## src/rtl/core/cmm_queue.sv

```systemverilog
// Two-entry queue of counter snapshots between the front and back ends.
`default_nettype none

module cmm_queue #(
  parameter int unsigned WIDTH = 128
) (
  input  wire logic             clk_i,
  input  wire logic             rst_ni,
  input  wire logic             in_valid_i,
  output logic                  in_ready_o,
  input  wire logic [WIDTH-1:0] in_data_i,
  output logic                  out_valid_o,
  input  wire logic             out_ready_i,
  output logic [WIDTH-1:0]      out_data_o
);

  logic [WIDTH-1:0] mem_q [2];
  logic             wr_ptr_q, rd_ptr_q;
  logic [1:0]       cnt_q;
  logic             push, pop;

  assign in_ready_o  = (cnt_q != 2'd2);
  assign out_valid_o = (cnt_q != 2'd0);
  assign out_data_o  = mem_q[rd_ptr_q];
  assign push        = in_valid_i && in_ready_o;
  assign pop         = out_valid_o && out_ready_i;

  always_ff @(posedge clk_i or negedge rst_ni) begin
    if (!rst_ni) begin
      wr_ptr_q <= 1'b0;
      rd_ptr_q <= 1'b0;
      cnt_q    <= 2'd0;
    end else begin
      if (push) wr_ptr_q <= ~wr_ptr_q;
      if (pop)  rd_ptr_q <= ~rd_ptr_q;
      if (push && !pop) begin
        cnt_q <= cnt_q + 2'd1;
      end else if (pop && !push) begin
        cnt_q <= cnt_q - 2'd1;
      end
    end
  end

  always_ff @(posedge clk_i) begin
    if (push) mem_q[wr_ptr_q] <= in_data_i;
  end

endmodule

`default_nettype wire

```

## config.mk

```make
export PLATFORM = sky130hd
export DESIGN_NAME = cmm_queue
export DESIGN_NICKNAME = d
export VERILOG_FILES = /design/src/rtl/core/cmm_queue.sv
export SDC_FILE = /design/constraint.sdc
export NUM_CORES = 1
export LEC_CHECK = 0
export ABC_AREA = 1
export ABC_CLOCK_PERIOD_IN_PS = 10890
export BUFFER_PORTS_ARGS = -buffer_cell sky130_fd_sc_hd__buf_2
export CAP_MARGIN = 20
export CORE_MARGIN = 1.5
export CORE_UTILIZATION = 30
export CTS_CLUSTER_DIAMETER = 100
export DETAILED_ROUTE_END_ITERATION = 8
export HOLD_SLACK_MARGIN = 0.06
export PLACE_DENSITY_LB_ADDON = 0.12
export SETUP_SLACK_MARGIN = 0.1
export SKIP_CTS_REPAIR_TIMING = 1
export SLEW_MARGIN = 20
export SYNTH_ARGS = -nofsm -noshare
export SYNTH_HDL_FRONTEND = slang
export SYNTH_SLANG_ARGS = --single-unit
```

## constraint.sdc

```tcl
create_clock -name clk_i -period 10.89 [get_ports clk_i]
set_input_delay 1.6335 -clock clk_i [delete_from_list [all_inputs] [get_ports clk_i]]
set_output_delay 1.6335 -clock clk_i [all_outputs]
set_load 0.02 [all_outputs]
```

# ---- After elaboration in Yosys (flattened, before gate mapping)
# Memory sizes are Yosys's and may differ from the RTL's.
# Cells that the tools add are included.
dict set report word_totals {
  regBits 4
  latchBits 0
  ram_bits 256
  rom_bits 0
  in_bits 132
  output_inout_bits 130
  word_cells 21
  memories 1
}
# memory depth word_bits rd rd_clocked_by_memory_dff wr line
set memory_table {}
lappend memory_table {mem_q 2 128 1 0 1 17} ;# logic [WIDTH-1:0] mem_q [2];
dict set report op_classes {
  add_sub_neg 2
  multipliers 0
  div 0
  n_lt_le_gt_ge 0
  eq_ne 1
  n_shift 0
  mux 4
  bitwise_logic 2
  reduce_logical 8
}
# cell count
set op_table {}
lappend op_table {{$logic_and 1x1->1} 4}
lappend op_table {{$mux 2} 2}
lappend op_table {{$reduce_bool 2->1} 2}
lappend op_table {{$add 2x1->2 const B} 1}
lappend op_table {{$logic_not 1->1} 2}
lappend op_table {{$mux 1} 2}
lappend op_table {{$ne 2x2->1 const B} 1}
lappend op_table {{$not 1->1} 2}
lappend op_table {{$sub 2x1->2 const B} 1}

# ---- Logic depth before layout (Yosys ltp)
dict set report depth {
  word_depth 6
  depth_mapped 10
  ltp_nobuf 10
}

# ---- Worst setup path after synthesis
# Ideal clock, no wire load.
dict set report synth_path {
  kind {input to register}
  startpoint {input port in_valid_i}
  endpoint {memory mem_q[0][0], enable pin}
  setup_ns 0.617
  t_arrival_ns 7.068
  required_time_ns 10.273
  path_slack_ns 3.205
  path_stages 2
  n_path_buf 0
  cell_sequence {nand2_1 -> nor2_1}
}
dict set report synth_between {
  elab_chain_cells 3
}
# item line
set synth_lines {}
lappend synth_lines {{start, declared} 9} ;# input wire logic in_valid_i,
lappend synth_lines {{$logic_and 1x1->1} 25} ;# assign push = in_valid_i && in_ready_o;
lappend synth_lines {{$mux 1} 45} ;# if (push) mem_q[wr_ptr_q] <= in_data_i;
lappend synth_lines {{$mux 1 (not written as such)} 45}
lappend synth_lines {{end, declared} 17}
# Every way passes these cells.

# ---- Final worst setup path
dict set report layout_path {
  startpoint {register rd_ptr_q}
  endpoint {output port out_data_o[22]}
}
dict set report layout_between {
  elab_chain_cells 1
}
# item line
set layout_lines {}
lappend layout_lines {{start, declared} 18} ;# logic wr_ptr_q, rd_ptr_q;
lappend layout_lines {{start signal, assigned} 35} ;# if (pop) rd_ptr_q <= ~rd_ptr_q;
lappend layout_lines {{$mem_v2 2x128} -}
lappend layout_lines {{end, declared} 14} ;# output logic [WIDTH-1:0] out_data_o
# Every way passes these cells.

==> results.txt <==
* Cell at the root of the clock tree: sky130_fd_sc_hd__clkbuf_16
- Post-synthesis cell type with the largest combined area: sky130_fd_sc_hd__edfxtp_1
* Slew at the pin with the worst max-slew slack: 901 ps
* Fraction of the yosys area taken by sequential cells: 82.1%
- Rows: 64
- In the synthesized netlist the dominant register cell turns out to be sky130_fd_sc_hd__edfxtp_1.
- The synthesized netlist occupies a cell area of 9490 µm².
* Largest delay contributor family on the critical path: buffers and inverters
- Leakage Power: 5.21 nW
- The longest clock path from root to sink contains 3 buffers.
- After technology mapping, the gate count stands at 697.
- Power density over cell area: 300 nW/µm²
- Final routed wirelength across all metal layers: 21.6 mm
- Main combinational cell family by area after synthesis: simple AND/OR/NAND/NOR gates
- Crit path max fanout: 72
- Post-synthesis to final-layout area growth: 29.0%
- Final period demand of the worst path: 4850 ps
* Die width: 181 µm
- For this run, the share of the core covered by cells in the final layout is 39.7%.
* GRT Overall Usage: 12.9%
- Clock transition time at the flip-flop clock pins of the worst setup and hold paths: 60 ps
* Number of clock buffers inserted by TritonCTS: 29
* Most frequent cell on the critical path: sky130_fd_sc_hd__nand2_1
- The via count of the first global-routing pass is 5869.
- Die Y: 181 µm
- Post-placement setup slack: 6430 ps
* Arrival time reported for the critical path endpoint: 3220 ps
- The worst setup path is launched from a register.
- The number of nets handed over by synthesis was 830.
- Worst clock skew on the final layout: 11.1 ps
* Effective utilization at floorplan: 30.8%
- Cell type of the slowest stage on the worst timing path: sky130_fd_sc_hd__dfrtp_4
* Highest achievable clock rate: 206 MHz
- Post-layout nets: 1098
- Count of flip-flops with a built-in enable after synthesis: 256
- Grt ovf: 0
- Data required, critical path: 9260 ps
- In the final layout, the share of cells above drive strength 1 is 31.5%.
- The signal on the critical path passes through inv_4 -> buf_4 -> nand2_1 -> nand2_1 -> buf_2.
- Highest cell delay on the worst timing path: 790 ps
* Path type of the worst setup path: reg -> out
- Setup violations remaining at the end of the flow were counted as 0.
* Clock Latency Late Sink: 530 ps
- The synthesized netlist devotes 0% of its cell area to compound gates.
- Area fraction in and, or, nand and nor cells after synthesis: 15.8%
- After layout, the worst setup slack is 6040 ps.
* Area of the die: 32700 µm²
* Initial DRC Count: 271
* Pin count of the biggest net entering global routing: 129
* # Max-Cap Violations: 0
- Of the post-synthesis cell area, the part taken by muxes is 0%.
- Detailed-route DRC error count: 0
* Final Hold Fails: 0
- Async SR Flop Fraction: 1.54%
* Number of distinct library cells after synthesis: 14
* Routed wirelength normalized by instance count: 15.6 µm
- The final critical path takes up 44.6% of the cycle.
- First-pass detailed-route iteration total: 4
- Adder-cell share of the synthesized area: 0.132%
- TritonCTS built the clock tree.
- The run finished with clean final reports.
- Via density per instance: 4.21
* Crit end category: primary output
- In the synthesized netlist, the cells that appear most often are 394 x sky130_fd_sc_hd__nand2_1, 256 x sky130_fd_sc_hd__edfxtp_1, 25 x sky130_fd_sc_hd__buf_2.
* Placed Area: 11200 µm²
- The final route contains 5841 vias.
- The synthesized design devotes to its leading area cell type 81.0% of total area.
- Initial antenna violation count: 8
- The worst pin sits at a relative slew slack of 39.9%.
- RSZ-0062 raised after global routing: no
- Avg Cell Area, Syn: 13.6 µm²
- Input and output buffers added on the ports amount to 261.
* Total core area: 30800 µm²
- Post-synthesis xor/xnor area fraction: 0.185%
* Most frequent cell after synthesis: sky130_fd_sc_hd__nand2_1
* Worst vdd rail ir drop: 151 µV
* Most area-consuming cells after synthesis: sky130_fd_sc_hd__edfxtp_1 81%, sky130_fd_sc_hd__nand2_1 16%, sky130_fd_sc_hd__buf_2 1.3%
- Kind of path behind the tightest hold check: reg -> reg
- Antenna-violating nets left: 0
- Post-route cell area: 12200 µm²
- Worst path buffer plus inverter count: 3
- Depth of the CTS H-tree: 1
* Routability-driven placement congestion ratio: 0.680
- Adding up every negative setup slack in the final design gives 0 ps.
- Total design power: 0.00367 W
* Placed wire-length estimate: 12.7 mm
- TritonCTS Sinks: 260
* Flop and latch count out of synthesis: 260
- Number of top-level pins: 262
* Number of max-slew violations in the final report: 0
* Warnings from Yosys: 0
- First-pass GRT wire length: 32.8 mm
## stage by stage
step | hold WS, ps | std cells
5_1_grt | 536 | 1383
2_1_floorplan | 462 | 697
6_report | 500 | 1386
3_5_place_dp | 487 | 1330
3_3_place_gp | 483 | 1330
4_1_cts | 500 | 1382
## final cells by class
class                   instances  area [µm²]
fillers                      2948       18600
flip-flops and latches        260        7790
inverters                       7        28.8
clock buffers                  33         741
clock inverters                19         267
multi-input cells             402        1550
diodes                          4        10.0
repair buffers                265        1360
well taps                     396         495
## placed cells by master, fill, tap and decap left out
| master | count |
|---|---|
| sky130_fd_sc_hd__buf_4 | 2 |
| sky130_fd_sc_hd__bufinv_16 | 7 |
| sky130_fd_sc_hd__clkinv_2 | 5 |
| sky130_fd_sc_hd__nor2_4 | 2 |
| sky130_fd_sc_hd__nand3_1 | 2 |
| sky130_fd_sc_hd__ha_1 | 1 |
| sky130_fd_sc_hd__inv_4 | 1 |
| sky130_fd_sc_hd__dfrtp_4 | 1 |
| sky130_fd_sc_hd__nand4_1 | 1 |
| sky130_fd_sc_hd__inv_1 | 6 |
| sky130_fd_sc_hd__dfrtp_1 | 3 |
| sky130_fd_sc_hd__xor2_1 | 1 |
| sky130_fd_sc_hd__clkinv_1 | 6 |
| sky130_fd_sc_hd__clkbuf_16 | 29 |
| sky130_fd_sc_hd__clkbuf_1 | 4 |
| sky130_fd_sc_hd__edfxtp_1 | 256 |
| sky130_fd_sc_hd__xnor2_1 | 1 |
| sky130_fd_sc_hd__buf_12 | 2 |
| sky130_fd_sc_hd__clkinv_4 | 1 |
| sky130_fd_sc_hd__diode_2 | 4 |
| sky130_fd_sc_hd__buf_2 | 261 |
| sky130_fd_sc_hd__nand2_1 | 394 |
## worst paths after layout
| kind | from | to | slack, ps | cells past startpoint |
|---|---|---|---|---|
| setup / recovery | rd_ptr_q | out_data_o[22] | 6040 | 5 |
| hold / removal | cnt_q[0] | cnt_q[0] | 500 | 1 |
| setup reg to reg | cnt_q[0] | mem_q[0][64] | 8870 | 5 |
| hold reg to reg | cnt_q[0] | cnt_q[0] | 500 | 1 |
| max in group asynchronous | rst_ni | rd_ptr_q | 9860 | 1 |
| min in group asynchronous | rst_ni | rd_ptr_q | 900 | 1 |
## registers in the layout (all words and copies together), names as in the netlist
name	count
mem_q	256
cnt_q	2
rd_ptr_q	1
wr_ptr_q	1
## cell families (layout without fill, tap and decap cells)
logic type               count (synthesis)  after routing
other                                    0              4
XOR/XNOR                                 2              2
flip-flops                             260            260
buffers and inverters                   35            324
adder cells (fa/ha/maj)                  1              1
AND/OR/NAND/NOR                        399            399
## worst register-to-register path: stages (launching register included)
cell and delay, ps:
sky130_fd_sc_hd__dfrtp_1 380, sky130_fd_sc_hd__inv_1 90, sky130_fd_sc_hd__nand2_1 90, sky130_fd_sc_hd__nand2_1 190
sky130_fd_sc_hd__nor2_4 200, sky130_fd_sc_hd__buf_12 560
## per-layer routing
layer | GRT usage (%) | share of wire (%) | vias to the layer above
li1 | - | - | 2899
met1 | 16.4 | 44 | 2703
met2 | 20.6 | 45 | 191
met3 | 5.04 | 9.0 | 40
met4 | 3.53 | 1.7 | 8
met5 | 0 | 0.25 | -
## where the power goes
group	internal [W]	switching, W	total (W)
sequential	0.00137	0.0000915	0.00146
clock	0.000649	0.000376	0.00102
combinational	0.000321	0.000866	0.00119
total	0.00234	0.00133	0.00367
Note: power is estimated with default switching activity, not from simulation.
