===== src/rtl/core/cmm_pkg.sv =====
// Shared types and constants of the confusion matrix metrics block.
`default_nettype none

package cmm_pkg;

  // Fraction bits of every metric and the widths that follow from them.
  localparam int unsigned FRAC_BITS = 16;
  localparam int unsigned Q_W       = FRAC_BITS + 1;
  localparam int unsigned MCC_W     = FRAC_BITS + 2;
  localparam int unsigned CNT_OUT_W = 32;
  localparam int unsigned FLAG_W    = 5;

  // Positions in the undefined flags field.
  localparam int unsigned FLAG_SENS = 0;
  localparam int unsigned FLAG_SPEC = 1;
  localparam int unsigned FLAG_ACC  = 2;
  localparam int unsigned FLAG_F1   = 3;
  localparam int unsigned FLAG_MCC  = 4;

  localparam int unsigned IN_W  = 8;
  localparam int unsigned OUT_W = 224;

  // One input item, last field in the lowest bit.
  typedef struct packed {
    logic [2:0] pad;
    logic       report;
    logic       clear_first;
    logic       count_enable;
    logic       observed;
    logic       predicted;
  } item_t;

  // One result item, last field in the lowest bits.
  typedef struct packed {
    logic [4:0]                pad;
    logic [FLAG_W-1:0]         undefined_flags;
    logic signed [MCC_W-1:0]   matthews;
    logic [Q_W-1:0]            f_one;
    logic [Q_W-1:0]            accuracy;
    logic [Q_W-1:0]            specificity;
    logic [Q_W-1:0]            sensitivity;
    logic [CNT_OUT_W-1:0]      false_neg;
    logic [CNT_OUT_W-1:0]      false_pos;
    logic [CNT_OUT_W-1:0]      true_neg;
    logic [CNT_OUT_W-1:0]      true_pos;
  } result_t;

endpackage

`default_nettype wire


===== src/rtl/core/cmm_front.sv =====
// Front end: takes sample items, keeps the four saturating counters, queues report snapshots.
`default_nettype none

module cmm_front #(
  parameter int unsigned CW = 32
) (
  input  wire logic              clk_i,
  input  wire logic              rst_ni,
  input  wire logic              item_valid_i,
  output logic                   item_ready_o,
  input  wire cmm_pkg::item_t    item_i,
  output logic                   push_valid_o,
  input  wire logic              push_ready_i,
  output logic [4*CW-1:0]        push_data_o
);

  localparam logic [CW-1:0] CntMax = {CW{1'b1}};

  logic [CW-1:0] tp_q, tn_q, fp_q, fn_q;
  logic [CW-1:0] tp_d, tn_d, fp_d, fn_d;
  logic [CW-1:0] tp_b, tn_b, fp_b, fn_b;
  logic          take;

  assign item_ready_o = push_ready_i;
  assign take         = item_valid_i && item_ready_o;

  always_comb begin
    tp_b = item_i.clear_first ? '0 : tp_q;
    tn_b = item_i.clear_first ? '0 : tn_q;
    fp_b = item_i.clear_first ? '0 : fp_q;
    fn_b = item_i.clear_first ? '0 : fn_q;
    tp_d = tp_b;
    tn_d = tn_b;
    fp_d = fp_b;
    fn_d = fn_b;
    if (item_i.count_enable) begin
      if (item_i.predicted && item_i.observed) begin
        tp_d = (tp_b == CntMax) ? tp_b : tp_b + CW'(1);
      end else if (!item_i.predicted && !item_i.observed) begin
        tn_d = (tn_b == CntMax) ? tn_b : tn_b + CW'(1);
      end else if (item_i.predicted) begin
        fp_d = (fp_b == CntMax) ? fp_b : fp_b + CW'(1);
      end else begin
        fn_d = (fn_b == CntMax) ? fn_b : fn_b + CW'(1);
      end
    end
  end

  always_ff @(posedge clk_i or negedge rst_ni) begin
    if (!rst_ni) begin
      tp_q <= '0;
      tn_q <= '0;
      fp_q <= '0;
      fn_q <= '0;
    end else if (take) begin
      tp_q <= tp_d;
      tn_q <= tn_d;
      fp_q <= fp_d;
      fn_q <= fn_d;
    end
  end

  assign push_valid_o = take && item_i.report;
  assign push_data_o  = {fn_d, fp_d, tn_d, tp_d};

endmodule

`default_nettype wire


===== config.mk =====
export PLATFORM = sky130hd
export DESIGN_NAME = cmm_front
export DESIGN_NICKNAME = d
export VERILOG_FILES = /design/src/rtl/core/cmm_pkg.sv /design/src/rtl/core/cmm_front.sv
export SDC_FILE = /design/constraint.sdc
export NUM_CORES = 1
export LEC_CHECK = 0
export ABC_AREA = 1
export BUFFER_PORTS_ARGS = -buffer_cell sky130_fd_sc_hd__buf_2
export CAP_MARGIN = 10
export CORE_MARGIN = 2
export CORE_UTILIZATION = 55
export CTS_CLUSTER_SIZE = 14
export DETAILED_ROUTE_END_ITERATION = 12
export GPL_ROUTABILITY_DRIVEN = 0
export PLACE_DENSITY = 0.77
export SYNTH_ARGS = -nofsm -noshare
export SYNTH_HDL_FRONTEND = slang
export SYNTH_SLANG_ARGS = --single-unit

===== constraint.sdc =====
create_clock -name clk_i -period 3.1 [get_ports clk_i]
set_input_delay 0.155 -clock clk_i [delete_from_list [all_inputs] [get_ports clk_i]]
set_output_delay 0.155 -clock clk_i [all_outputs]
set_load 0.02 [all_outputs]

=== Word level (Yosys, flattened, before mapping) ===
Index checks and enable logic that the tools add are counted.

* Logic and storage cells: 39
* Flip-flop bits (word level): 128
* Input bits: 12

* Eq/ne operators: 4
* Add/sub/neg operators: 4
* Mux-type cells: 21
* Reduce and logical (&&, ||, !) cells: 6

{| class="wikitable"
|+ Operators with widths
! kind !! count
|-
| 32-bit 2-to-1 mux || 21
|-
| 32-bit by 1-bit adder with 32-bit output (second input constant) || 4
|-
| 32-bit == test (second input constant) || 4
|-
| 1-bit logical AND || 4
|-
| 1-bit zero test || 2
|}

=== Depth between registers and ports, before layout ===
Gate-level depths: netlist of the first run.

* Depth in word-level cells: 7
* Mapped depth: 20

=== Worst setup path before layout of the first run ===
OpenSTA, ideal clock, no wires.

* Path type: in2reg
* Start point: in item_i[3] in the netlist's numbering
* End point: reg tp_q[8]
* Path slack: 0.372 ns
* Stages on the path: 17
* Required time: 3.034 ns
* Path buffers: 5
* Data arrival time: 2.662 ns
* Path through: buf_6 buf_6 buf_2 buf_2 buf_2 nor2_1 ha_1 nand2_1 nor2_1 nand3_1 nor2_1 nand3_2 nand2_4 nor2_1 xnor2_1 nand2_1 nand2_1

* Word-level cells in the longest chain between the ends: 5

{| class="wikitable"
|+ Ends and longest elaborated chain
! what !! RTL line !! text
|-
| start: declaration || cmm_front.sv:11 || <nowiki>input wire cmm_pkg::item_t item_i,</nowiki>
|-
| 32-bit 2-to-1 mux * || cmm_front.sv:28 || <nowiki>tp_b = item_i.clear_first ? '0 : tp_q;</nowiki>
|-
| 32-bit by 1-bit adder with 32-bit output or 32-bit == test (tied branches) || cmm_front.sv:38 || <nowiki>tp_d = (tp_b == CntMax) ? tp_b : tp_b + CW'(1);</nowiki>
|-
| 32-bit 2-to-1 mux || cmm_front.sv:38 ||
|-
| 32-bit 2-to-1 mux || cmm_front.sv:37 || <nowiki>if (item_i.predicted && item_i.observed) begin</nowiki>
|-
| 32-bit 2-to-1 mux * || cmm_front.sv:36 || <nowiki>if (item_i.count_enable) begin</nowiki>
|-
| via push_data_o[8] || cmm_front.sv:14 || <nowiki>output logic [4*CW-1:0] push_data_o</nowiki>
|-
| end signal: assignment || cmm_front.sv:56 || <nowiki>tp_q <= tp_d;</nowiki>
|-
| end: declaration || cmm_front.sv:19 || <nowiki>logic [CW-1:0] tp_q, tn_q, fp_q, fn_q;</nowiki>
|}

The timed path passes the listed nets; every way through them passes the cells marked *.
A chain may end at the register's enable or synchronous reset.

=== Worst setup path after layout of the first run ===
* Start point: reg tn_q[0]
* End point: out push_data_o[34]

* Word-level cells in the longest chain between the ends: 6

{| class="wikitable"
|+ Ends and longest elaborated chain
! what !! RTL line !! text
|-
| start: declaration || cmm_front.sv:19 ||
|-
| start signal: assignment || cmm_front.sv:57 || <nowiki>tn_q <= tn_d;</nowiki>
|-
| 32-bit 2-to-1 mux * || cmm_front.sv:29 || <nowiki>tn_b = item_i.clear_first ? '0 : tn_q;</nowiki>
|-
| 32-bit by 1-bit adder with 32-bit output or 32-bit == test (tied branches) || cmm_front.sv:40 || <nowiki>tn_d = (tn_b == CntMax) ? tn_b : tn_b + CW'(1);</nowiki>
|-
| 32-bit 2-to-1 mux * || cmm_front.sv:40 ||
|-
| 32-bit 2-to-1 mux * || cmm_front.sv:39 || <nowiki>end else if (!item_i.predicted && !item_i.observed) begin</nowiki>
|-
| 32-bit 2-to-1 mux * || cmm_front.sv:37 ||
|-
| 32-bit 2-to-1 mux * || cmm_front.sv:36 ||
|-
| end: declaration || cmm_front.sv:14 ||
|}

Mark *: on every way between the ends. The rest lies on a longest branch, timed or not.

==> flow_summary.yaml, run 1 <==
clock_network:
  cts_buffers: 17
  cts_root_buf: "clkbuf_16"
  clockBufferDepth: 2
  cts_sinks: 128
  h-tree-depth: 4
  cts_tree: "yes"
  path_clk_slew_ns: 0.06
  worstSkewPairLatency_ns: 0.43
min_path:
  holdPathEnd: "tp_q[5]"
  hp-class: "primary input to flip-flop"
  hold_depth: 5
  min_from: "item_i[2]"
route:
  via_per_inst: 5.33
  wl_per_cell_um: 14.0
  met3_length_mm: 1.87
  dr.first_iter.drc_count: 1008
  drc: 0
  final_antenna_net_count: 0
  vias: 11500
  met1_length_mm: 13.5
  top_layer: "met4"
  drt-total-wl_mm: 30.2
  wl_met2_mm: 14.2
  drt_pre_antenna_iters: 5
worst_setup_path:
  cp_slowest_stage_delay_ns: 0.38
  reg2reg_depth: 13
  cp_slowest_cell: "dfrtp_1"
  cp-start-kind: "flip-flop"
  r2r_slack_ns: 0.73
  worst_ep_required_time_ns: 2.94
  critPathTopFamily: "simple AND/OR/NAND/NOR gates"
  cp-end-kind: "output port"
  critPathArrivalTime_ns: 2.76
  cp_cell_sequence: "inv_1 > nor2_2 > ha_2 > nand2_1 > nor2_2 > nand3_1 > nor2_2 > nand4_1 > nand2_4 > inv_2 > nand2_1 > nand2_1 > and2_1 > buf_2"
  cp_max_fo: 17
  r2r_start: "tp_q[0]"
  path_buf_inv: 3
  path_class: "flip-flop to output port"
  reg2reg_to: "tp_q[1]"
pwr:
  powerDensity_nw_per_um2: 356
  ir_drop_uv: 371
  cellLeakagePower_nw: 6.53
synthesis:
  synth_flop_cell: "dfrtp_1"
  yosysWarnings: 0
  synth_seq_area_share_pct: 29.8
  syn_inst: 1759
  yosys.area.top_type: "dfrtp_1"
  ys_top_cells_by_count: "nand2_1 (599), inv_1 (258), nor2_1 (205), nand3_1 (183), dfrtp_1 (128)"
  synth_fp_nets: 1773
  post-synth-top-count-cell: "nand2_1"
  syn-mean-instance-area_um2: 6.11
  netlist_area_um2: 10800
  synth_top_area_share_pct: 29.8
  async_reset_ff_share_pct: 100
  ys_ff_latch: 128
  synth_edf_count: 0
  yosys.cell_types.count: 43
  synth.top_cells.by_area: "dfrtp_1 (30%), nand2_1 (21%), inv_1 (9.0%)"
grt:
  grt_start_max_net_pins: 92
  grt_pass1_vias: 10300
  grt_util_all_layers_pct: 29.3
  grt_pass1_wl_mm: 49.2
  grt_overflow: 0
  antenna_found_initial: 0
die:
  core.rowCount: 51
  fp.dieH_um: 144
  core_area_um2: 19300
  io_pins: 142
  die_area_um2: 20700
  die_w_um: 144
  start_util_pct: 55.6
layout:
  n_antenna_cell: 0
  num-fill-cells: 1798
  fin_nets: 1895
  area_delta_synth_final_pct: 14.5
  design_area_um2: 12300
  drive_above_1_share_pct: 15.3
placed_design:
  port_buffers: 138
  placed_area_um2: 11600
  dp_hpwl_mm: 21.6
  pre_cts_ws_ns: 0.329
timing:
  report.final.hold_viol_count: 0
  worst_slack_ns: 0.187
  fin_crit_ns: 2.91
  finalSetupViolations: 0
  fin_skew_ns: 0.0116
  maxSlewViolCount: 0
  fmax_mhz: 343
  worst_pin_slew_ns: 0.930
  slew_headroom_pct: 38.0
  rsz0062_at_grt: "yes"
  min_period_over_period_pct: 94.0
run:
  max_cap_violations: 0
status:
  status: "finished clean"
## worst max-delay path by stage
stage	start	endpoint	slack, ns	depth (start not counted)
final	tn_q[0]	push_data_o[34]	0.19	14
after floorplan	item_i[3]	tp_q[8]	0.37	17
after global placement	item_i[3]	push_data_o[34]	0.43	17
after CTS	tn_q[0]	push_data_o[34]	0.09	14
after global routing	tn_q[0]	push_data_o[34]	-0.04	14
after detailed placement	item_i[3]	push_data_o[34]	0.33	17
## flip-flops by register name, summed over array words and instances, names as in the netlist
| register | count |
|---|---|
| tn_q | 32 |
| tp_q | 32 |
| fp_q | 32 |
| fn_q | 32 |
## layer usage
layer	vias to the layer above	track usage, %
met5	-	0
met4	0	9.55
met3	52	4.47
met2	396	47.0
met1	5344	40.7
li1	5719	-
## report_power, final
group,internal (mW),switching (mW)
logic,0.105,0.312
clock network,1.43,0.784
registers,1.71,0.0371
## worst min-delay path: stages
cell and delay [ns]:
buf_2 0.19, nand2_1 0.10, nand2_1 0.08, nand2_1 0.06, nand2_1 0.04
## cell type report
type | instances | area, µm² | share of cell area (%)
sequential | 128 | 3200 | 26.0
inverter | 270 | 1030 | 8.36
clock buffer | 23 | 488 | 3.97
tap | 265 | 332 | 2.69
timing repair buffer | 160 | 930 | 7.55
multi-input combinational | 1304 | 6170 | 50.2
clock inverter | 9 | 154 | 1.25
## per-stage QoR
stage | std cells | util [%] | TNS, ns | power [mW] | hold WS, ns
final | 2159 | 63.7 | 0 | 4.38 | 0.242
after global placement | 2119 | 59.9 | 0 | 2.18 | 0.144
after CTS | 2152 | 63.3 | 0 | 4.40 | 0.217
after detailed placement | 2119 | 59.9 | 0 | 2.19 | 0.138
after global routing | 2159 | 63.7 | -0.0883 | 4.53 | 0.271
after floorplan | 1759 | - | 0 | 2.05 | -0.141
## cells by family after synthesis
| group | count (synthesis) | share of synthesized area, % |
|---|---|---|
| adder cells (fa/ha/maj) | 2 | 0.233 |
| AO/OA/AOI/OAI | 92 | 4.74 |
| flip-flops | 128 | 29.8 |
| buffers and inverters | 327 | 13.0 |
| XOR/XNOR | 21 | 2.13 |
| AND/OR/NAND/NOR | 1189 | 50.1 |
## layout by cell type, fill, tap and decap left out, types with 3 or more instances in the layout
master	instances
and2_1	41
nor3_1	17
nand2_4	4
clkbuf_16	17
xor2_1	9
o22ai_1	3
nand3_1	183
clkbuf_8	4
nand2_2	8
nor3_2	6
bufinv_16	4
o21bai_1	10
buf_4	17
buf_12	5
nor2_2	30
o21ai_0	47
inv_1	258
nand3_4	3
nand3b_1	5
inv_2	10
dfrtp_1	128
nand4_2	3
xnor2_1	6
nor2_1	203
nor4_1	8
xor2_2	4
nand3_2	13
nand4_1	54
buf_2	136
o21ai_1	26
nor2_4	9
nand2_1	598
## timing repair
item	in CTS	in global routing
endpoints found under the setup margin	0	25
hold endpoints to repair	50	0
hold buffers	1	0
resized for setup	0	6
setup buffers	0	7
Power figures use the tool's default switching activity.
==> run 2, diff against run 1 <==
==> constraint.sdc (replaced) <==
create_clock -name clk_i -period 2.73 [get_ports clk_i]
set_input_delay 0.1365 -clock clk_i [delete_from_list [all_inputs] [get_ports clk_i]]
set_output_delay 0.1365 -clock clk_i [all_outputs]
set_load 0.02 [all_outputs]
==> run 2 against run 1 <==
  * The flow now finishes with violations (setup timing)
  * Sequential share of layout area shrank 1.0 points
  * Sequential power grew 14%
  * Clock skew is essentially flat
  * Combinational power grew 26%
  * Flip-flop and latch count is the same
  * Hold slack lost 0.012 ns
  * First-iteration DRC count grew 9.1%
  * Non-clock buffer count grew 31
  * Cell area grew 4.1%
  * Core utilization grew 2.6 points
  * Power grew 5.2%
  * Critical path type unchanged
==> flow_summary.yaml, run 2 (synthesis results as in run 1) <==
status:
  status: "finished with violations"
  violations: "setup timing"
route:
  dr.first_iter.drc_count: 1100
  drt-total-wl_mm: 31.2
  final_antenna_net_count: 0
  drc: 0
  via_per_inst: 5.35
  wl_per_cell_um: 14.3
  drt_pre_antenna_iters: 6
  vias: 11700
die:
  start_util_pct: 55.6
  core_area_um2: 19300
  core.rowCount: 51
  io_pins: 142
  die_area_um2: 20700
  die_w_um: 144
  fp.dieH_um: 144
layout:
  design_area_um2: 12800
  drive_above_1_share_pct: 19.4
  n_antenna_cell: 0
  final_util_pct: 66.3
  final_cell_mix: "nand2_1 (586), inv_1 (252), nor2_1 (198)"
  final_common_cell: "nand2_1"
  area_delta_synth_final_pct: 19.2
  fin_nets: 1926
pwr:
  powerDensity_nw_per_um2: 360
  finalPower_mw: 4.61
  ir_drop_uv: 431
  cellLeakagePower_nw: 6.69
worst_setup_path:
  reg2reg_to: "tn_q[9]"
  cp-end-kind: "output port"
  critPathArrivalTime_ns: 2.60
  reg2reg_depth: 14
  cp-start-kind: "flip-flop"
  path_class: "flip-flop to output port"
  r2r_slack_ns: 0.58
  worst_ep_required_time_ns: 2.59
  r2r_start: "tn_q[0]"
  cp_max_fo: 4
timing:
  worst_pin_slew_ns: 0.650
  slew_headroom_pct: 56.6
  fin_skew_ns: 0.0120
  fin_crit_ns: 2.74
  fmax_mhz: 365
  min_period_over_period_pct: 100
  rsz0062_at_grt: "yes"
  report.final.hold_viol_count: 0
  maxSlewViolCount: 0
  finalSetupViolations: 2
  worst_slack_ns: -0.00898
  tns_ns: -0.0118
clock_network:
  cts_buffers: 17
  worstSkewPairLatency_ns: 0.43
  h-tree-depth: 4
  cts_root_buf: "clkbuf_16"
  clockBufferDepth: 2
  path_clk_slew_ns: 0.06
  cts_sinks: 128
  cts_tree: "yes"
min_path:
  hold_depth: 5
  hp-class: "primary input to flip-flop"
  holdPathEnd: "tn_q[11]"
  min_from: "item_i[2]"
grt:
  grt_start_max_net_pins: 133
  grt_util_all_layers_pct: 29.6
  grt_pass1_wl_mm: 49.7
  grt_overflow: 0
  antenna_found_initial: 0
  grt_pass1_vias: 10700
placed_design:
  pre_cts_ws_ns: 0.145
  placed_area_um2: 11600
  port_buffers: 138
  dp_hpwl_mm: 21.6
run:
  max_cap_violations: 0
## run 2: where the power goes
group | switching [mW] | internal (mW)
logic | 0.376 | 0.151
registers | 0.0427 | 1.95
clock network | 0.898 | 1.20
total | 1.32 | 3.29
## run 2: metrics by stage
step	hold WS (ns)	std cells
6_report	0.230	2189
5_1_grt	0.265	2189
4_1_cts	0.217	2166
3_5_place_dp	0.158	2126
3_3_place_gp	0.160	2126
2_1_floorplan	-0.159	1759
## run 2: per-layer routing
layer  track usage, %  vias to the layer above  part of all wire (%)
met5                0                        -                     0
met1             40.0                     5414                    44
met2             48.9                      444                    47
li1                 -                     5789                     -
met4             9.75                        0                   2.3
met3             4.43                       61                   6.8
## run 2: timing repair
action	4_1_cts	5_1_grt
gates resized for setup	14	106
pin swaps	5	28
hold buffers	1	0
setup endpoints to repair	42	89
setup buffers	7	23
hold endpoints to repair	60	0
gates cloned	1	0
## run 2: how the worst max path moves through the flow
stage	from	to	slack, ns	cells after the start
2_1_floorplan	item_i[3]	tp_q[8]	0.02	17
3_3_place_gp	item_i[3]	push_data_o[98]	0.18	15
3_5_place_dp	item_i[3]	push_data_o[98]	0.15	15
4_1_cts	tp_q[0]	push_data_o[21]	-0.004	13
5_1_grt	tn_q[6]	push_data_o[56]	-0.15	10
6_report	tn_q[0]	push_data_o[41]	-0.009	14
## run 2: critical path, cell delays in order (launching register included)
cell and delay [ns]:
dfrtp_1 0.37, inv_2 0.06, nor2_4 0.13, ha_4 0.17, nand4_1 0.15, nor2_1 0.18
nand2_1 0.08, nor2_1 0.13, nand4_1 0.23, nand2_1 0.20, inv_2 0.09, nand2_2 0.07
nand2_2 0.06, and2_4 0.13, buf_6 0.12
## run 2: final cells by class
class	instances	area, µm²
fill	1744	6520
multi-input combinational	1304	6410
sequential	128	3200
timing repair buffer	191	1300
inverter	270	1040
clock buffer	21	460
tap	265	332
clock inverter	10	65.1
